## src/rtl/core/frdr_pkg.sv

```systemverilog
// ============================================================================
// frdr_pkg
// Shared types, constants and helpers for the dielectric Fresnel reflectance
// pipeline.
// ============================================================================
package frdr_pkg;

    // Fixed-point formats
    localparam int COS_W       = 16;
    localparam int COS_FRAC_BITS = 14;
    localparam int IDX_W       = 16;
    localparam int REFL_W      = 16;
    localparam int C_W         = 17;  // |cos| in Q0.16, up to 1.0
    localparam int COS_ONE     = 1 << COS_FRAC_BITS;
    localparam int COS_SHL     = (COS_FRAC_BITS < 16) ? 16 - COS_FRAC_BITS : 0;
    localparam int COS_SHR     = (COS_FRAC_BITS > 16) ? COS_FRAC_BITS - 16 : 0;
    localparam int COS_HALF    = (1 << COS_SHR) >> 1;

    // Configuration register map
    localparam int CFG_IDX_W = 8;
    localparam logic [CFG_IDX_W-1:0] REG_INDEX_INCIDENT    = 8'd0;
    localparam logic [CFG_IDX_W-1:0] REG_INDEX_TRANSMITTED = 8'd1;
    localparam logic [IDX_W-1:0]     RST_INDEX_INCIDENT    = 16'd4096;
    localparam logic [IDX_W-1:0]     RST_INDEX_TRANSMITTED = 16'd6144;

    // Result constants
    localparam logic [REFL_W-1:0] REFL_ONE = 16'd32768;

    // Back-end sizes
    localparam int RT_STAGES  = 32;   // one result bit of the square root per stage
    localparam int DIV_STAGES = 32;   // one quotient bit per stage
    localparam int NUM_W      = 50;   // ratio numerator/denominator before normalizing
    localparam int NRM_W      = 31;   // after normalizing, below 2^31
    localparam int SHF_W      = 5;

    // Queue between front and back
    localparam int Q_DEPTH = 4;
    localparam int Q_PTR_W = 2;

    // One classified item handed from front to back
    typedef struct packed {
        logic              tir;
        logic [63:0]       diff;   // nt^2*2^32 - ni^2*sinI^2
        logic [C_W-1:0]    c;
        logic [IDX_W-1:0]  ni;
        logic [31:0]       nt2;
    } t_entry;

    // Per-item values that ride along the square root stages
    typedef struct packed {
        logic              tir;
        logic [C_W-1:0]    c;
        logic [IDX_W-1:0]  ni;
        logic [31:0]       nt2;
    } t_side;

    // Bring |cos| to Q0.16, rounding half up when narrowing, clamped to 1.0
    function automatic logic [C_W-1:0] to_q16(input logic [31:0] m);
        logic [47:0] w;
        w = {16'b0, m} << COS_SHL;
        w = (w + 48'(COS_HALF)) >> COS_SHR;
        if (w > 48'd65536) begin
            w = 48'd65536;
        end
        return w[C_W-1:0];
    endfunction

endpackage

```

## src/rtl/core/frdr_if.sv

```systemverilog
// ============================================================================
// frdr_if
// Valid/ready channels of the Fresnel reflectance block: input item, result
// item and configuration write.
// ============================================================================
interface frdr_item_if;
    logic                              valid;
    logic                              ready;
    logic signed [frdr_pkg::COS_W-1:0] cos_incident;

    modport source (output valid, output cos_incident, input ready);
    modport sink   (input valid, input cos_incident, output ready);
endinterface


interface frdr_cfg_if;
    logic                           valid;
    logic                           ready;
    logic [frdr_pkg::CFG_IDX_W-1:0] index;
    logic [frdr_pkg::IDX_W-1:0]     data;

    modport source (output valid, output index, output data, input ready);
    modport sink   (input valid, input index, input data, output ready);
endinterface

```

## src/rtl/core/frdr_front.sv

```systemverilog
// ============================================================================
// frdr_front
// Holds the index registers, clamps the cosine, swaps indices for exiting
// rays and classifies total internal reflection over three stages.
// ============================================================================
module frdr_front (
    input  logic                i_clk,
    input  logic                i_rst_n,
    frdr_item_if.sink           i_item,
    frdr_cfg_if.sink            i_cfg,
    input  logic                i_q_full,
    output logic                o_push,
    output frdr_pkg::t_entry    o_entry
);

    logic [frdr_pkg::IDX_W-1:0] r_index_incident;
    logic [frdr_pkg::IDX_W-1:0] r_index_transmitted;

    logic                        f_adv;
    logic                        r_a_valid, r_b_valid, r_c_valid;
    logic [frdr_pkg::C_W-1:0]    r_a_c, r_b_c;
    logic [frdr_pkg::IDX_W-1:0]  r_a_ni, r_a_nt, r_b_ni;
    logic [31:0]                 r_b_ni2, r_b_nt2;
    logic [32:0]                 r_b_sin2;
    frdr_pkg::t_entry            r_c_entry;

    logic [frdr_pkg::C_W-1:0]    n_a_c;
    logic [frdr_pkg::IDX_W-1:0]  n_a_ni, n_a_nt;
    logic [64:0]                 lhs;
    logic [63:0]                 rhs;
    frdr_pkg::t_entry            n_c_entry;

    // Write configuration registers
    assign i_cfg.ready = 1'b1;
    always_ff @(posedge i_clk) begin
        if (!i_rst_n) begin
            r_index_incident    <= frdr_pkg::RST_INDEX_INCIDENT;
            r_index_transmitted <= frdr_pkg::RST_INDEX_TRANSMITTED;
        end else if (i_cfg.valid) begin
            if (i_cfg.index == frdr_pkg::REG_INDEX_INCIDENT) begin
                r_index_incident <= i_cfg.data;
            end else if (i_cfg.index == frdr_pkg::REG_INDEX_TRANSMITTED) begin
                r_index_transmitted <= i_cfg.data;
            end
        end
    end

    // Advance the whole front unless the last stage is blocked by a full queue
    assign f_adv        = !r_c_valid || !i_q_full;
    assign i_item.ready = f_adv;
    assign o_push       = r_c_valid && !i_q_full;
    assign o_entry      = r_c_entry;

    // Stage A: clamp, pick side, take magnitude
    always_comb begin
        int cs;
        int mag;
        cs = int'(i_item.cos_incident);
        if (cs > frdr_pkg::COS_ONE) begin
            cs = frdr_pkg::COS_ONE;
        end
        if (cs < -frdr_pkg::COS_ONE) begin
            cs = -frdr_pkg::COS_ONE;
        end
        if (cs > 0) begin
            n_a_ni = r_index_incident;
            n_a_nt = r_index_transmitted;
            mag    = cs;
        end else begin
            n_a_ni = r_index_transmitted;
            n_a_nt = r_index_incident;
            mag    = -cs;
        end
        n_a_c = frdr_pkg::to_q16(32'(mag));
    end

    // Stage C: compare ni^2*sinI^2 against nt^2
    always_comb begin
        lhs = {33'b0, r_b_ni2} * {32'b0, r_b_sin2};
        rhs = {r_b_nt2, 32'b0};
        n_c_entry.tir  = (lhs >= {1'b0, rhs});
        n_c_entry.diff = rhs - lhs[63:0];
        n_c_entry.c    = r_b_c;
        n_c_entry.ni   = r_b_ni;
        n_c_entry.nt2  = r_b_nt2;
    end

    // Advance valid bits
    always_ff @(posedge i_clk) begin
        if (!i_rst_n) begin
            r_a_valid <= 1'b0;
            r_b_valid <= 1'b0;
            r_c_valid <= 1'b0;
        end else if (f_adv) begin
            r_a_valid <= i_item.valid;
            r_b_valid <= r_a_valid;
            r_c_valid <= r_b_valid;
        end
    end

    // Advance payload
    always_ff @(posedge i_clk) begin
        if (f_adv) begin
            r_a_c     <= n_a_c;
            r_a_ni    <= n_a_ni;
            r_a_nt    <= n_a_nt;
            r_b_c     <= r_a_c;
            r_b_ni    <= r_a_ni;
            r_b_ni2   <= 32'(r_a_ni) * 32'(r_a_ni);
            r_b_nt2   <= 32'(r_a_nt) * 32'(r_a_nt);
            r_b_sin2  <= 33'h1_0000_0000 - (33'(r_a_c) * 33'(r_a_c));
            r_c_entry <= n_c_entry;
        end
    end

endmodule

```

## src/flat_wrapper.sv

```systemverilog
// flat-port wrapper written by rule: the top's interface ports become plain ports
module frdr_front_flat 
  (i_clk, i_rst_n, i_q_full, o_push, o_entry, i_item_valid, i_item_cos_incident, i_item_ready, i_cfg_valid, i_cfg_index, i_cfg_data, i_cfg_ready);
  frdr_item_if i_item_i ();
  frdr_cfg_if i_cfg_i ();
  input  logic i_clk;
  input  logic i_rst_n;
  input  logic i_q_full;
  output logic o_push;
  output frdr_pkg::t_entry o_entry;
  input wire logic [$bits(i_item_i.valid)-1:0] i_item_valid;
  input wire logic [$bits(i_item_i.cos_incident)-1:0] i_item_cos_incident;
  output wire logic [$bits(i_item_i.ready)-1:0] i_item_ready;
  input wire logic [$bits(i_cfg_i.valid)-1:0] i_cfg_valid;
  input wire logic [$bits(i_cfg_i.index)-1:0] i_cfg_index;
  input wire logic [$bits(i_cfg_i.data)-1:0] i_cfg_data;
  output wire logic [$bits(i_cfg_i.ready)-1:0] i_cfg_ready;
  assign i_item_i.valid = i_item_valid;
  assign i_item_i.cos_incident = i_item_cos_incident;
  assign i_item_ready = i_item_i.ready;
  assign i_cfg_i.valid = i_cfg_valid;
  assign i_cfg_i.index = i_cfg_index;
  assign i_cfg_i.data = i_cfg_data;
  assign i_cfg_ready = i_cfg_i.ready;
  frdr_front u_core (.i_clk(i_clk), .i_rst_n(i_rst_n), .i_item(i_item_i), .i_cfg(i_cfg_i), .i_q_full(i_q_full), .o_push(o_push), .o_entry(o_entry));
endmodule
```

## config.mk

```make
export PLATFORM = sky130hd
export DESIGN_NAME = frdr_front_flat
export DESIGN_NICKNAME = d
export VERILOG_FILES = /design/src/rtl/core/frdr_pkg.sv /design/src/rtl/core/frdr_if.sv /design/src/rtl/core/frdr_front.sv /design/src/flat_wrapper.sv
export SDC_FILE = /design/constraint.sdc
export NUM_CORES = 2
export LEC_CHECK = 0
export ABC_AREA = 0
export BUFFER_PORTS_ARGS = -buffer_cell sky130_fd_sc_hd__buf_2
export CAP_MARGIN = 20
export CELL_PAD_IN_SITES_DETAIL_PLACEMENT = 1
export CELL_PAD_IN_SITES_GLOBAL_PLACEMENT = 1
export CORE_MARGIN = 3
export CORE_UTILIZATION = 30
export DETAILED_ROUTE_END_ITERATION = 8
export HOLD_SLACK_MARGIN = 0.1
export PLACE_DENSITY_LB_ADDON = 0.1
export SLEW_MARGIN = 20
export SYNTH_ARGS = -nofsm -noshare
export SYNTH_HDL_FRONTEND = slang
export SYNTH_SLANG_ARGS = --single-unit
export TNS_END_PERCENT = 5
```

## constraint.sdc

```tcl
create_clock -name i_clk -period 12.3 [get_ports i_clk]
set_clock_uncertainty 0.15 [all_clocks]
set_input_delay 2.46 -clock i_clk [delete_from_list [all_inputs] [get_ports i_clk]]
set_output_delay 2.46 -clock i_clk [all_outputs]
set_load 0.005 [all_outputs]
```

; After elaboration in Yosys (flattened, before gate mapping)
; Cells that the tools add are included.
[classes]
add_sub_neg = 3
multipliers = 4
magnitude_cmp = 5
eq_ne = 1
mux = 5
n_bitwise = 1
n_reduce_logical = 7
[ops]
columns = cell, n
row1 = 32-bit 2-to-1 mux, 3
row2 = 65-bit by 64-bit >= comparator with 1-bit output, 1
row3 = 32-bit by 33-bit multiplier with 65-bit output, 1
row4 = 16-bit by 16-bit multiplier with 32-bit output, 2
row5 = 64-bit subtractor, 1
row6 = 34-bit by 17-bit greater-than comparator with 1-bit output (second input constant), 1
row7 = 17-bit by 17-bit multiplier with 33-bit output, 1
row8 = 33-bit subtractor (first input constant), 1
row9 = 32-bit by 1-bit greater-than comparator with 1-bit output (second input constant), 1
row10 = 32-bit by 15-bit less-than comparator with 1-bit output (second input constant), 1
row11 = 16-bit 2-to-1 mux, 2
row12 = 32-bit negation, 1
row13 = 16-bit greater-than comparator (second input constant), 1
row14 = 8-bit by 1-bit equality test with 1-bit output (second input constant), 1
row15 = 8-bit zero test, 1
row16 = 3-bit AND reduction, 1
row17 = 1-bit zero test, 2
row18 = 2-bit AND reduction, 1
row19 = 1-bit logical AND, 1
row20 = 1-bit logical OR, 1
row21 = 1-bit NOT, 1
[word_totals]
ff_bits = 344
in_bits = 45
output_inout_bits = 133
elab_cells = 45

; Logic depth before layout (Yosys ltp)
[logic_depth]
word_depth = 7
depth_mapped = 43
ltp_nobuf = 40

; Least setup slack after synthesis
; OpenSTA, ideal clock, no wires.
[synth_path]
path_kind = input to output
start = in i_q_full
end = out i_item_ready
arrival_time_ns = 8.545
required_ns = 9.690
path_slack_ns = 1.145
stages = 1
path_buffers = 0
cell_sequence = nand2_1
[synth_via]
elab_chain_cells = 2
[synth_lines]
columns = element, line_no
row1 = from (decl), flat_wrapper.sv:8  ; input logic i_q_full;
row2 = 1-bit zero test, frdr_front.sv:49  ; assign f_adv = !r_c_valid || !i_q_full;
row3 = 1-bit logical OR, frdr_front.sv:49
row4 = to (decl), flat_wrapper.sv:13  ; output wire logic [$bits(i_item_i.ready)-1:0] i_item_ready;
; No other way between the ends.

==> qor.txt <==
I/O Buffers = 168
internal reg-to-reg setup slack = 0.96 ns
setup bufs post-CTS = 0
vias in the first global route = 51150
Synth top cells by count = inv_1, fa_1, nand2_1, ha_1, and2_1
drt pass-1 iters = 5
Crit Path Category = reg -> reg
clock transition at the registers of the reported paths = 0.06 ns
Mapped Area = 65180 µm²
Setup TNS = 0 ns
post-DP HPWL = 167.3 mm
clk sink count = 323
worst skew pair latency = 0.66 ns
Netlist cell types = 88
Worst R2R Start = u_core.r_b_ni2[18]$_DFFE_PP_
crit end category = flop
top cell type's share of synthesized area = 0.3901
drt total wl = 198.7 mm
core box area = 215300 µm²
Slew @ Worst Pin = 1.181 ns
largest net degree at the start of global routing = 134
Die W = 472.1 µm
Post-synth EDFFs = 288
RSZ-0062 raised after global routing = false
period utilisation layout = 0.9218
Arr. time, crit path = 11.74 ns
Primary FF master, synth = edfxtp_1
required time worst endpoint = 12.70 ns
FF-to-FF path depth = 31
die area = 222900 µm²
GRT overflow = 0
top-level I/O count = 178
DR iter-0 viols = 1740
CTS tree = yes
Root Driver = clkbuf_16
# resized after CTS = 0
average size of a mapped cell = 9.519 µm²
Final Hold Vio Count = 0
end of the worst register-to-register path = u_core.o_entry[129]$_DFFE_PP_
vias per std cell = 4.568
share of cells above drive strength 1 = 0.05986
cell mode on critical path = fa_1
# setup viols final = 0
Area Growth Syn to Fin = 9.053%
hold_sp = u_core.r_b_ni[7]$_DFFE_PP_
antenna violations before repair = 11
Nets = 8872
crit-path max cell delay = 1.12 ns
largest cells by area after synthesis = fa_1, edfxtp_1, ha_1
clk buf depth = 3
Slew HR = 0.2127
Setup crit start kind = flop
critical path's slowest cell = edfxtp_1
row count = 170
antenna-violating nets left = 0
first-pass GRT wire length = 309.1 mm
count leader, synth = inv_1
routability cong. = 0.8134
Final Critical Period = 11.34 ns
synthesis-stage register bit count = 323
final core utilization = 0.3302
sequential-to-total area share from yosys stat = 0.1434
hold depth = 0
Post-Syn Instances = 6847
post-synth top area cell = fa_1
via count = 44720
FFs w/ async S/R, synth = 0
yosys warns = 0
Max Slew Vio Count = 0
Worst Hold Class = reg -> reg
max-cap violation count = 0
WHS Endpoint = u_core.o_entry[39]$_DFFE_PP_
max frequency = 88.19 MHz
DRC Markers = 0
# fillers = 24610
CP Max Fanout = 19
H-tree Lvls = 2
Initial Utilization = 0.3028
Post-CTS Hold Buffers = 0
CTS Buf Count = 49
status = finished clean
Avg WL per Cell = 20.30 µm
GRT Total Usage = 0.1817
DIE HEIGHT = 472.1 µm
[kinds of logic (layout without fill, tap and decap cells)]
kind of cell | count (synthesis) | after routing | share of synthesized area
buffers and inverters | 1938 | 2033 | 0.1124
flip-flops | 323 | 323 | 0.1434
multiplexers | 37 | 37 | 0.005721
other | 2 | 11 | 0.0001152
AND/OR/NAND/NOR | 1879 | 1879 | 0.1402
XOR/XNOR | 222 | 222 | 0.02983
AO/OA/AOI/OAI | 533 | 533 | 0.05471
adder cells (fa/ha/maj) | 1913 | 1913 | 0.5135
[cell type report]
class                           instances  area, µm²  area share
Clock buffer                           57       1256     0.01767
Multi-Input combinational cell       4593      48550      0.6831
Tap cell                             2838       3551     0.04996
Antenna cell                            2      5.005  0.00007041
Inverter                             1651       6197     0.08719
Clock inverter                         29      346.6    0.004876
Timing Repair Buffer                  296       1822     0.02563
Sequential cell                       323       9349      0.1315
[per-stage QoR]
stage	hold slack, ns	instance area [µm²]	setup WS [ns]	cells
6_report	0.2554	71080	0.9614	9789
5_1_grt	0.2488	71070	0.006458	9788
4_1_cts	0.2450	71070	0.8434	9787
3_5_place_dp	0.2555	69470	0.8804	9701
3_3_place_gp	0.2527	69450	0.7152	9700
2_1_floorplan	0.2503	65200	1.145	6854
[cells in the final DEF (no fill, tap or decap), types with 9 or more instances in the layout]
master     synthesis  layout
nor4_1             9       9
o21ai_0           75      75
buf_2             10     168
a211oi_1          17      17
clkbuf_16          0      49
nand2b_1          25      25
xnor2_1          150     150
nand4_1           28      28
nor2_1           186     185
edfxtp_1         288     288
dfxtp_1           35      35
xor2_1            72      72
o211ai_1          12      12
ha_1             643     643
mux2i_1           35      35
a21oi_1          162     162
inv_1           1650    1650
or3_1             23      23
and2_1           559     559
nand2_1          847     846
o21a_1            24      24
and3_1            23      23
nand3_1           44      44
conb_1             2       9
a211o_1           12      12
a31oi_1           16      15
nor2b_1           57      57
o21bai_1          30      30
nor3_1            34      34
or2_2             19      19
a21o_1            85      85
fa_1            1270    1270
buf_4              9     126
[critical path, delay by kind of cell (launching register included)]
| family | cells | cell delay (ns) |
|---|---|---|
| xor gates and xnor gates | 1 | 0.15 |
| and+or+nand+nor | 9 | 2.53 |
| AOI/OAI and AO/OA | 8 | 2.27 |
| DFF | 1 | 1.12 |
| buffers and inverters | 3 | 0.20 |
| adders and majority gates | 10 | 4.75 |
[sequential cells by signal (all words and copies together) (netlist names)]
signal,flops
u_core.o_entry,122
u_core.r_b_sin2,28
u_core.r_b_nt2,31
u_core.r_a_nt,16
u_core.r_c_valid,1
u_core.r_a_c,15
u_core.r_index_incident,16
u_core.r_a_valid,1
u_core.r_b_c,14
u_core.r_a_ni,16
u_core.r_index_transmitted,16
u_core.r_b_ni,15
u_core.r_b_ni2,31
u_core.r_b_valid,1
[worst max-delay path by stage]
stage / from / endpoint / slack [ns] / cells past startpoint
floorplan: i_q_full / i_item_ready / 1.14 / 1
global placement: u_core.r_b_ni2[17]$_DFFE_PP_ / u_core.o_entry[129]$_DFFE_PP_ / 0.72 / 31
detailed placement: u_core.r_b_ni2[18]$_DFFE_PP_ / u_core.o_entry[129]$_DFFE_PP_ / 0.88 / 31
CTS: u_core.r_b_ni2[18]$_DFFE_PP_ / u_core.o_entry[129]$_DFFE_PP_ / 0.84 / 31
global route: u_core.r_b_ni2[8]$_DFFE_PP_ / u_core.o_entry[129]$_DFFE_PP_ / 0.006 / 32
finish: u_core.r_b_ni2[18]$_DFFE_PP_ / u_core.o_entry[129]$_DFFE_PP_ / 0.96 / 31
[layer usage]
metal | wire, µm | track usage | share of wire | vias up
li1 | - | - | - | 20750
met1 | 86810 | 0.2333 | 0.44 | 23400
met2 | 102900 | 0.3299 | 0.52 | 423
met3 | 4773 | 0.01807 | 0.024 | 152
met5 | 7 | 0 | 0.000035 | -
met4 | 4228 | 0.03778 | 0.021 | 2
Power is not shown: default switching activity piles up to over one toggle a cycle in this logic, so the estimate is an artifact.
