[src/rtl/core/frdr_pkg.sv]
// ============================================================================
// frdr_pkg
// Shared types, constants and helpers for the dielectric Fresnel reflectance
// pipeline.
// ============================================================================
package frdr_pkg;

    // Fixed-point formats
    localparam int COS_W       = 16;
    localparam int COS_FRAC_BITS = 14;
    localparam int IDX_W       = 16;
    localparam int REFL_W      = 16;
    localparam int C_W         = 17;  // |cos| in Q0.16, up to 1.0
    localparam int COS_ONE     = 1 << COS_FRAC_BITS;
    localparam int COS_SHL     = (COS_FRAC_BITS < 16) ? 16 - COS_FRAC_BITS : 0;
    localparam int COS_SHR     = (COS_FRAC_BITS > 16) ? COS_FRAC_BITS - 16 : 0;
    localparam int COS_HALF    = (1 << COS_SHR) >> 1;

    // Configuration register map
    localparam int CFG_IDX_W = 8;
    localparam logic [CFG_IDX_W-1:0] REG_INDEX_INCIDENT    = 8'd0;
    localparam logic [CFG_IDX_W-1:0] REG_INDEX_TRANSMITTED = 8'd1;
    localparam logic [IDX_W-1:0]     RST_INDEX_INCIDENT    = 16'd4096;
    localparam logic [IDX_W-1:0]     RST_INDEX_TRANSMITTED = 16'd6144;

    // Result constants
    localparam logic [REFL_W-1:0] REFL_ONE = 16'd32768;

    // Back-end sizes
    localparam int RT_STAGES  = 32;   // one result bit of the square root per stage
    localparam int DIV_STAGES = 32;   // one quotient bit per stage
    localparam int NUM_W      = 50;   // ratio numerator/denominator before normalizing
    localparam int NRM_W      = 31;   // after normalizing, below 2^31
    localparam int SHF_W      = 5;

    // Queue between front and back
    localparam int Q_DEPTH = 4;
    localparam int Q_PTR_W = 2;

    // One classified item handed from front to back
    typedef struct packed {
        logic              tir;
        logic [63:0]       diff;   // nt^2*2^32 - ni^2*sinI^2
        logic [C_W-1:0]    c;
        logic [IDX_W-1:0]  ni;
        logic [31:0]       nt2;
    } t_entry;

    // Per-item values that ride along the square root stages
    typedef struct packed {
        logic              tir;
        logic [C_W-1:0]    c;
        logic [IDX_W-1:0]  ni;
        logic [31:0]       nt2;
    } t_side;

    // Bring |cos| to Q0.16, rounding half up when narrowing, clamped to 1.0
    function automatic logic [C_W-1:0] to_q16(input logic [31:0] m);
        logic [47:0] w;
        w = {16'b0, m} << COS_SHL;
        w = (w + 48'(COS_HALF)) >> COS_SHR;
        if (w > 48'd65536) begin
            w = 48'd65536;
        end
        return w[C_W-1:0];
    endfunction

endpackage

[src/rtl/core/frdr_queue.sv]
// ============================================================================
// frdr_queue
// Small register FIFO between the classifying front and the arithmetic back.
// ============================================================================
module frdr_queue (
    input  logic              i_clk,
    input  logic              i_rst_n,
    input  logic              i_push,
    input  frdr_pkg::t_entry  i_entry,
    input  logic              i_pop,
    output logic              o_full,
    output logic              o_empty,
    output frdr_pkg::t_entry  o_head
);

    frdr_pkg::t_entry              r_mem [frdr_pkg::Q_DEPTH];
    logic [frdr_pkg::Q_PTR_W-1:0]  r_wr_ptr, r_rd_ptr;
    logic [frdr_pkg::Q_PTR_W:0]    r_count;

    assign o_full  = (r_count == (frdr_pkg::Q_PTR_W+1)'(frdr_pkg::Q_DEPTH));
    assign o_empty = (r_count == '0);
    assign o_head  = r_mem[r_rd_ptr];

    // Store pushed entries
    always_ff @(posedge i_clk) begin
        if (i_push) begin
            r_mem[r_wr_ptr] <= i_entry;
        end
    end

    // Move pointers and fill count
    always_ff @(posedge i_clk) begin
        if (!i_rst_n) begin
            r_wr_ptr <= '0;
            r_rd_ptr <= '0;
            r_count  <= '0;
        end else begin
            if (i_push) begin
                r_wr_ptr <= r_wr_ptr + 1'b1;
            end
            if (i_pop) begin
                r_rd_ptr <= r_rd_ptr + 1'b1;
            end
            if (i_push && !i_pop) begin
                r_count <= r_count + 1'b1;
            end else if (!i_push && i_pop) begin
                r_count <= r_count - 1'b1;
            end
        end
    end

endmodule

[config.mk]
export PLATFORM = sky130hd
export DESIGN_NAME = frdr_queue
export DESIGN_NICKNAME = d
export VERILOG_FILES = /design/src/rtl/core/frdr_pkg.sv /design/src/rtl/core/frdr_queue.sv
export SDC_FILE = /design/constraint.sdc
export NUM_CORES = 1
export LEC_CHECK = 0
export BUFFER_PORTS_ARGS = -buffer_cell sky130_fd_sc_hd__clkbuf_2
export CORE_MARGIN = 4
export CORE_UTILIZATION = 60
export DETAILED_ROUTE_END_ITERATION = 8
export GPL_TIMING_DRIVEN = 0
export PLACE_DENSITY = 0.83
export RECOVER_POWER = 50
export SLEW_MARGIN = 25
export SYNTH_ARGS = -nofsm -noshare
export SYNTH_HDL_FRONTEND = slang
export SYNTH_SLANG_ARGS = --single-unit
export TNS_END_PERCENT = 50
[constraint.sdc]
create_clock -name i_clk -period 6.7 [get_ports i_clk]
set_input_delay 0.335 -clock i_clk [delete_from_list [all_inputs] [get_ports i_clk]]
set_output_delay 0.335 -clock i_clk [all_outputs]
set_load 0.01 [all_outputs]
After elaboration in Yosys (flattened, before gate mapping)
Memory sizes are Yosys's and may differ from the RTL's. A register that Yosys moved wholly into a read port is not among the register bits.
Index checks and enable logic that the tools add are counted.
{"block": "word_totals", "regBits": 7, "ramBits": 520, "input_bits": 134, "output_inout_bits": 132, "elab_cells": 21, "n_memories": 1}
{"block": "op_classes", "addsub": 4, "eq_ne": 1, "muxes": 6, "reduce_logical": 6}
{"memory": "r_mem", "words": 4, "width": 130, "read_ports": 1, "rd_ports_with_merged_regs": 1, "write_ports": 1, "line_no": "frdr_queue.sv:16", "source": "frdr_pkg::t_entry r_mem [frdr_pkg::Q_DEPTH];"}
{"operator": "$mux 3", "count": 2}
{"operator": "$add 2x1->2 const B", "count": 2}
{"operator": "$mux 2", "count": 2}
{"operator": "$add 3x1->3 const B", "count": 1}
{"operator": "$eq 3x3->1 const B", "count": 1}
{"operator": "$logic_not 3->1", "count": 1}
{"operator": "$sub 3x1->3 const B", "count": 1}
{"operator": "$logic_and 1x1->1", "count": 2}
{"operator": "$logic_not 1->1", "count": 2}
{"operator": "$mux 1", "count": 2}
{"operator": "$reduce_bool 2->1", "count": 1}

Logic depth before layout (Yosys ltp)
Gate-level depths: netlist (run 1).
{"block": "logic_depth", "ltp_word": 4, "ltp_mapped": 7, "ltp_nobuf": 7}

Worst setup path before layout (run 1)
No wires, ideal clock.
{"block": "synth_path", "path_type": "register to register", "from": "reg r_wr_ptr[0] (netlist bit)", "to": "mem r_mem[0][0] (netlist bit) (enable)", "setup_time_ns": 0.504, "arrival_ns": 3.523, "required_ns": 6.196, "slack_ns": 2.673, "stages_incl_launch_ff": 4, "path_buffers": 0, "period_less_slack_ns": 4.027, "cell_sequence": "dfxtp_1 -> inv_1 -> ha_1 -> and2_1"}
{"item": "from (decl)", "line_no": "frdr_queue.sv:17", "source": "logic [frdr_pkg::Q_PTR_W-1:0] r_wr_ptr, r_rd_ptr;"}
{"item": "from (signal assigned)", "line_no": "frdr_queue.sv:39", "source": "r_wr_ptr <= r_wr_ptr + 1'b1;"}
{"item": "to (decl)", "line_no": "frdr_queue.sv:16"}
Straight into the memory's write port.

Worst setup path after layout (run 1)
{"block": "layout_path", "from": "reg r_wr_ptr[0] (netlist bit)", "to": "mem r_mem[3][117] (netlist bit) (enable)"}
Straight into the memory's write port.

==> run summary, run 1 <==
Clock-pin slew was measured on the worst setup and hold paths at 0.06 ns. The critical path's largest stage delay works out to 1.81 ns. Of the synthesized area, sequential elements account for 81.81%. In this run switching power makes up 21.47% of total power. The total CTS buffers is 50, and the synthesized flop and latch total is 529. Count of cell instances traversed by the critical path: 3. The tool flagged a number of max-cap violations equal to 4. For the number of H-tree levels, the log shows 2. The cell type of the slowest stage on the worst timing path is sky130_fd_sc_hd__and2_0. Clock skew on the completed layout was measured at 0.01324 ns. The first detailed-routing pass took 5 iterations. The worst min-delay path category was in -> reg.

Across the VDD grid, the largest voltage drop is 0.2487 mV. Buffers placed on the I/O ports in this run total 265. The run gives 5.742 mW as the internal power of the cells. For the end-of-flow core utilization, the log shows 74.83%.

The overflow left after global routing is 0, and the total power divided by cell area is 308.9 nW/um2. Synthesis instantiated 23 different standard cells from the library. Setup repair after global routing left no endpoint under its margin. The data arrival time of the critical path is 3.25 ns, and the worst reg-to-reg path cell count is 3.

The clock reaches the later pin of the worst-skew pair after 0.55 ns. In the detailed route, the total length drawn on met2 is 19.39 mm. The count of warnings emitted by yosys came out at 0. The run finished, with violations left.

The area of placed instances is 21450 um2, and the cell area after layout is 23670 um2. For the largest net degree at the start of global routing, the log shows 44. The global placer's final weighted congestion is 0.7108, and the post-CTS setup buffer count is 0.

The worst hold path begins at i_entry[97]. For the via count of the first global-routing pass, the log shows 9939. The category of the worst setup path capture point was a flip-flop. Pin placement for this block handled 266 I/O pins.

The die extent in x came out at 187.4 um. Headroom to the max-slew limit came out at -65.52%. Per report_power, the combinational group accounts for 10.6% of the total. The power spent charging and discharging nets was 1.570 mW. The highest metal layer carrying signal wires in the routed design is met4. The wire-length estimate of the detail-placed layout is 22.57 mm. The worst setup path is of the reg -> reg kind. The tools report the setup slack on the worst flop-to-flop path as 3.67 ns. The total design power was 7.312 mW; the DRC marker count from the first detailed-route iteration was 635.

The number of antenna violations at the first check in global routing is 2, and the final cycle utilization of the critical path is 45.28%. Clock tree root buffer cell: sky130_fd_sc_hd__clkbuf_16. The post-synthesis area per instance is 26.74 um2, and the initial core utilization is 61.03%. The worst register-to-register path ends at r_mem[3][117]$_DFFE_PP_. For this run, the total global-route usage over all layers was measured as 22.08%.

TritonCTS built the clock tree. The tools report the reg-to-reg startpoint as r_wr_ptr[0]$_SDFFE_PN0P_. Grouping stages by cell kind, the critical path spends the most delay in simple AND/OR/NAND/NOR gates. The clock passes through at most 3 buffers. For the total number of placement rows, the log shows 65. The clock network power share was 36.8%. Total of fill cells in the finished design: 1749. By area the synthesized netlist is led by sky130_fd_sc_hd__edfxtp_1 81%, sky130_fd_sc_hd__mux4_2 15%, sky130_fd_sc_hd__buf_12 1.1%. The final antenna-violating net count came out at 0. The worst hold path terminates at r_mem[0][97]$_DFFE_PP_. Dividing the detail-routed wire length by the instance count gives 24.11 um. For this block, the via count after detailed routing is 9130. For the wire length of the first global-routing pass, the log shows 59.61 mm. The critical path goes through ha_1 -> and2_0 -> buf_16. The logs give 1272 for the number of nets in the final layout and 77 for the number of pins with negative max-slew slack in the final report.

Setup violations remaining at the end of the flow were counted as 0. For this run, the top clock speed supported by timing is 329.6 MHz. The maximum net fanout on the critical path was 40; the transition time at the pin with the least slew margin was 2.481 ns. STA classifies the critical path startpoint as a flip-flop. For the TritonCTS sink count, the log shows 529. The synthesized design devotes to its leading area cell type 80.88% of total area. The DRC violation count after routing was 0; the register share of total power was 52.6%. For the wire length on met1, the log shows 14.64 mm.

Summed over all cells, the static leakage comes to 7.811 nW. The run gives 722 as the cell count after synthesis. The tools report the area of the core as 31640 um2. The die boundary height is 187.4 um, and the area occupied by multi-input gates is 3178 um2. The worst hold path depth came out at 1.

STA puts the critical path data required time at 6.92 ns. Counting every net in the synthesized netlist gives 862. Final hold analysis gives a worst-case slack of 0.06465 ns. Across the whole layout, storage elements account for 15800 um2. The leading area contributor after synthesis was sky130_fd_sc_hd__edfxtp_1. The hold violation total from the final report was 0; the final period demand of the worst path was 3.034 ns. The sum of buffers and inverters on the critical path is 1, and the routed length on met3 is 3.073 mm. Compared with the post-synthesis result, the final layout area differs by 22.62%.

Final total negative setup slack: 0 ns. The synthesized cell area is 19310 um2, and the average vias per placed instance is 5.789. In the final layout, the share of cells above drive strength 1 is 31.66%. For the total wire length after detailed routing, the log shows 38.03 mm.

The checks that failed: max-capacitance violations, max-slew violations. The die covers 35110 um2.
[through the flow]
| step | std cells | worst slack (ns) |
|---|---|---|
| floorplan | 722 | 2.673 |
| global placement | 1389 | 0.4367 |
| detailed placement | 1401 | 4.290 |
| finish | 1577 | 3.666 |
| global route | 1576 | 3.420 |
| CTS | 1573 | 3.701 |
[state kept, by name, summed over array words and instances, names as in the netlist, named ones only]
name / count
r_mem: 520
r_count: 3
r_rd_ptr: 2
r_wr_ptr: 2
[cells by family after synthesis]
logic type / synth area share [%]
multiplexers: 15.27
adder cells (fa/ha/maj): 0.4277
flip-flops: 81.81
XOR/XNOR: 0.2269
AO/OA/AOI/OAI: 0.06479
buffers and inverters: 1.730
AND/OR/NAND/NOR: 0.4730
[how the worst max path moves through the flow]
stage                                   startpoint                      end  slack [ns]
after floorplan           r_wr_ptr[0]$_SDFFE_PN0P_    r_mem[0][0]$_DFFE_PP_        2.67
after global placement    r_wr_ptr[0]$_SDFFE_PN0P_   r_mem[2][50]$_DFFE_PP_        0.44
after detailed placement                 flip-flop               o_head[70]        4.29
after CTS                                flip-flop               o_head[78]        3.70
after global routing      r_wr_ptr[0]$_SDFFE_PN0P_  r_mem[3][117]$_DFFE_PP_        3.42
final                     r_wr_ptr[0]$_SDFFE_PN0P_  r_mem[3][117]$_DFFE_PP_        3.67
[routing by layer]
metal | GRT usage (%) | up-vias
li1 | - | 3953
met4 | 5.901 | 0
met1 | 30.24 | 4713
met5 | 0 | -
met3 | 5.599 | 72
met2 | 36.46 | 392
[layout make-up]
| cell class | instances | area share, % |
|---|---|---|
| Clock inverter | 20 | 0.7452 |
| Clock buffer | 72 | 5.935 |
| Tap cell | 402 | 2.125 |
| Antenna cell | 3 | 0.03171 |
| Multi-Input combinational cell | 160 | 13.42 |
| Buffer | 29 | 1.348 |
| Timing Repair Buffer | 358 | 9.608 |
| Sequential cell | 529 | 66.72 |
| Inverter | 4 | 0.06342 |
[synthesized netlist by cell type]
| cell type | count |
|---|---|
| sky130_fd_sc_hd__buf_4 | 3 |
| sky130_fd_sc_hd__buf_1 | 3 |
| sky130_fd_sc_hd__fa_1 | 1 |
| sky130_fd_sc_hd__nor2b_1 | 2 |
| sky130_fd_sc_hd__and2_1 | 9 |
| sky130_fd_sc_hd__or3_1 | 1 |
| sky130_fd_sc_hd__buf_6 | 1 |
| sky130_fd_sc_hd__nor3_1 | 1 |
| sky130_fd_sc_hd__ha_1 | 5 |
| sky130_fd_sc_hd__buf_2 | 10 |
| sky130_fd_sc_hd__mux2i_1 | 2 |
| sky130_fd_sc_hd__nand2_1 | 1 |
| sky130_fd_sc_hd__mux4_2 | 130 |
| sky130_fd_sc_hd__xnor2_1 | 2 |
| sky130_fd_sc_hd__o21ai_0 | 1 |
| sky130_fd_sc_hd__edfxtp_1 | 520 |
| sky130_fd_sc_hd__inv_1 | 4 |
| sky130_fd_sc_hd__a21boi_0 | 1 |
| sky130_fd_sc_hd__dfxtp_1 | 9 |
| sky130_fd_sc_hd__xor2_1 | 3 |
| sky130_fd_sc_hd__clkbuf_1 | 1 |
| sky130_fd_sc_hd__nor3b_1 | 1 |
| sky130_fd_sc_hd__buf_12 | 11 |
[power by group through the flow]
| stage | sequential [mW] | combinational (mW) | clock, mW |
|---|---|---|---|
| 2_1_floorplan | 3.91 | 0.433 | 0 |
| 5_1_grt | 3.85 | 0.836 | 2.90 |
| 3_5_place_dp | 3.91 | 0.753 | 0 |
| 4_1_cts | 3.84 | 0.800 | 2.73 |
| 3_3_place_gp | 3.93 | 0.713 | 0 |
| 6_report | 3.84 | 0.778 | 2.69 |
[cells in the final DEF, fill, tap and decap left out]
| cell | instances |
|---|---|
| sky130_fd_sc_hd__buf_1 | 3 |
| sky130_fd_sc_hd__clkbuf_1 | 147 |
| sky130_fd_sc_hd__xnor2_1 | 2 |
| sky130_fd_sc_hd__dlygate4sd3_1 | 81 |
| sky130_fd_sc_hd__buf_6 | 1 |
| sky130_fd_sc_hd__nand2_1 | 1 |
| sky130_fd_sc_hd__nor3b_1 | 1 |
| sky130_fd_sc_hd__clkbuf_16 | 51 |
| sky130_fd_sc_hd__clkinvlp_4 | 1 |
| sky130_fd_sc_hd__edfxtp_1 | 520 |
| sky130_fd_sc_hd__buf_2 | 10 |
| sky130_fd_sc_hd__or3_1 | 1 |
| sky130_fd_sc_hd__mux2i_1 | 2 |
| sky130_fd_sc_hd__a21boi_0 | 1 |
| sky130_fd_sc_hd__clkinv_4 | 1 |
| sky130_fd_sc_hd__o21ai_0 | 1 |
| sky130_fd_sc_hd__inv_6 | 1 |
| sky130_fd_sc_hd__buf_16 | 8 |
| sky130_fd_sc_hd__diode_2 | 3 |
| sky130_fd_sc_hd__mux4_2 | 130 |
| sky130_fd_sc_hd__nor2b_1 | 2 |
| sky130_fd_sc_hd__clkbuf_8 | 5 |
| sky130_fd_sc_hd__ha_1 | 5 |
| sky130_fd_sc_hd__fa_1 | 1 |
| sky130_fd_sc_hd__bufinv_16 | 3 |
| sky130_fd_sc_hd__clkinv_1 | 7 |
| sky130_fd_sc_hd__buf_4 | 3 |
| sky130_fd_sc_hd__buf_12 | 15 |
| sky130_fd_sc_hd__nor3_1 | 1 |
| sky130_fd_sc_hd__inv_1 | 4 |
| sky130_fd_sc_hd__dfxtp_1 | 9 |
| sky130_fd_sc_hd__clkbuf_2 | 135 |
| sky130_fd_sc_hd__xor2_1 | 3 |
| sky130_fd_sc_hd__and2_0 | 9 |
| sky130_fd_sc_hd__clkinv_2 | 7 |
[timing repair]
| item | CTS | global route |
|---|---|---|
| endpoints found under the hold margin | 300 | 4 |
| resized for setup | 0 | 0 |
| hold buffers | 80 | 1 |
No activity file was read; power rests on OpenSTA's default activity.
==> run 2: changes to the inputs <==
- CORE_UTILIZATION: 60 -> 57
- PLACE_DENSITY: 0.83 -> 0.79
- clock period: 6.7 -> 2.8 ns (I/O delays scaled with it)
==> run 2 against run 1 <==
Against the previous run:
- cell count up 5.7%
- the flow now finishes without violations
- die area up 5.0%
- highest routed layer unchanged
- critical path type unchanged
- power up 140%
- clock power is 130% higher
- hold slack better by 0.30 ns
- core utilization decreased by 2.6 points
==> run summary, run 2 (same netlist as run 1, synthesis figures left out) <==
The total wire length after detailed routing is 40.79 mm. The DRC violation count after routing is 0. The power spent charging and discharging nets was 3.869 mW. The transition time at the pin with the least slew margin came out at 1.119 ns. The clock network is responsible for 35.8% of the overall power. The critical path's largest stage delay is 0.76 ns, and the minimum setup slack in the final design is 0.2683 ns.

Buffers added to address setup during post-CTS repair amount to 0. In this run the vertical extent of the chip is 192.0 um. In the final routed layout, each cell accounts on average for 24.47 um. The internal power of the cells totals 13.53 mW. The clock tree root buffer cell was sky130_fd_sc_hd__clkbuf_16. Setup violations remaining at the end of the flow were counted as 0. The tightest min-delay check is of the in -> reg type. For the area of the core, the log shows 33450 um2. The type of the worst setup path is reg -> reg.

The worst path required time came out at 3.00 ns. Setup repair after global routing left no endpoint under its margin. The number of flip-flops in the largest register came out at 520. Final period demand of the worst path: 2.532 ns. The die is 192.0 um wide.

Across the run, the number of max-cap violations was 0. For the number of H-tree levels, the log shows 2. In this run, flip-flops and latches consume 52.9% of the power. Across the routed clock network, the largest skew measured is 0.01314 ns. Cells with a size suffix above 1 make up 30.24% of the layout. The number of antenna violations at the first check in global routing is 2, and the total design power is 17.40 mW.

The largest registers in the layout are r_mem x520, r_count x3. Based on the critical path, the design can be clocked at up to 395.0 MHz. Setup slack on the worst reg-to-reg path comes out at 0.27 ns. Half-perimeter wire length after detailed placement: 24.01 mm. For the hold violation total from the final report, the log shows 0.

The logs give 10.35k for the via count of the first global-routing pass and 67 for the total number of placement rows. The category of the worst setup path capture point was a flip-flop. The tools report the wire length of the first global-routing pass as 62.05 mm. The worst setup path is launched from a flip-flop. Summing all non-filler instances in the final layout gives an area of 24150 um2.

Global routing consumed, over all layers together, 22.68% of the routing resources. The run gives 1325 as the number of nets in the final layout. The end-of-flow core utilization is 72.20%. The area of placed instances is 21520 um2, and the average vias per placed instance is 5.681. Summing over every cut layer, the via total after detailed routing is 9471. In this run, the number of DRC markers left after iteration 0 of detailed routing was 682.

The maximum net fanout on the critical path is 41. The logs give 0 for the number of pins with negative max-slew slack in the final report and 1897 for the total of fill cells in the finished design. The latest clock arrival within the worst-skew pair is 0.58 ns. Combinational logic is responsible for 11.3% of the overall power. For the final routed database, the setup TNS stands at 0 ns. r_mem holds more flip-flops than any other register.

The critical path goes through inv_1 -> ha_1 -> and2_0 -> clkbuf_4. After detailed placement, the design holds a cell count of 1447. The peak supply drop is 0.5881 mV. The tools report the I/O pin count as 266. The flow ran to the end, and the final reports show no timing, DRC or antenna violations. After the flow finishes, the layout carries non-filler instances totaling 1667. The relative area change from synthesis to final layout is 25.09%.

The tools report the buffer depth of the longest clock path as 3. Measured against its own limit, the worst slew margin works out to 25.39%. In this run the remaining antenna-violating nets after routing total 0. The first detailed-routing pass took 5 iterations. Leaving out fill and tap cells, the most frequent cells in the layout are 520 x sky130_fd_sc_hd__edfxtp_1, 141 x sky130_fd_sc_hd__clkbuf_1, 134 x sky130_fd_sc_hd__clkbuf_2, 133 x sky130_fd_sc_hd__dlygate4sd3_1, 130 x sky130_fd_sc_hd__mux4_2.

Post-CTS clock slew at the launch and capture registers of the worst setup and hold paths: 0.06 ns. On the critical path, the stage with the largest delay is an instance of sky130_fd_sc_hd__and2_0. TritonCTS built the clock tree.

Global placer's final weighted congestion: 0.6869. The die covers 36880 um2. In this run the power density over the cells is 720.4 nW/um2.

For this design the static power due to leakage is 7.988 nW. For this configuration, the core starts out at a cell density of 57.72%. The tools report the post-placement setup slack as 0.5693 ns. The tightest hold path in the finished design has a slack of 0.3647 ns. The total CTS buffers was 51. The number of port buffers was 265. Net switching is 22.24% of the power. After layout, the worst path uses 90.42% of the clock period.

For the TritonCTS sink count, the log shows 529. The overflow left after global routing came out at 0. The most common cell after layout, fill and taps aside was sky130_fd_sc_hd__edfxtp_1. For the worst setup path, the data arrival time is 2.74 ns. The largest net degree at the start of global routing was 44.
-- run 2: path summary, 6_finish.rpt --
kind | start | endpoint | depth (start not counted)
setup / recovery | r_wr_ptr[1]$_SDFFE_PN0P_ | r_mem[1][73]$_DFFE_PP_ | 4
hold / removal | i_entry[53] | r_mem[1][53]$_DFFE_PP_ | 2
hold reg to reg | r_rd_ptr[1]$_SDFFE_PN0P_ | flip-flop | 2
setup reg to reg | r_wr_ptr[1]$_SDFFE_PN0P_ | r_mem[1][73]$_DFFE_PP_ | 4
-- run 2: routing by layer --
metal | routed length [um] | track usage, % | vias to the layer above
li1 | - | - | 4044
met1 | 15450 | 30.15 | 4923
met2 | 20630 | 37.37 | 428
met3 | 3476 | 5.816 | 76
met4 | 1237 | 7.652 | 0
met5 | 0 | 0 | -
-- run 2: final cells by class --
cell class                      count  area, um2  share of cell area, %
Timing Repair Buffer              410       2788                  11.54
Tap cell                          448      560.5                  2.321
Buffer                             29      320.3                  1.326
Inverter                            4      15.01                0.06217
Clock buffer                       60       1310                  5.424
Multi-Input combinational cell    160       3181                  13.17
Sequential cell                   529      15800                  65.40
Antenna cell                        2      5.005                0.02072
Clock inverter                     25      176.4                 0.7305
-- run 2: power by group through the flow --
stage	clock network (mW)	logic (mW)	registers (mW)
detailed placement	0	1.83	9.36
floorplan	0	1.04	9.35
global route	6.71	2.11	9.22
finish	6.24	1.96	9.20
global placement	0	1.72	9.38
CTS	6.35	2.01	9.20
-- run 2: worst max-delay path: cells and delay by family (launching register included) --
kind / cells / cell delay (ns)
fa+ha+maj: 1 / 0.16
simple gates: 1 / 0.76
buf+inv: 2 / 0.86
flops: 1 / 0.34
-- run 2: what timing repair did --
action,4_1_cts,5_1_grt
resized for setup,1,0
endpoints found under the setup margin,17,0
hold buffers,133,0
endpoints found under the hold margin,529,0
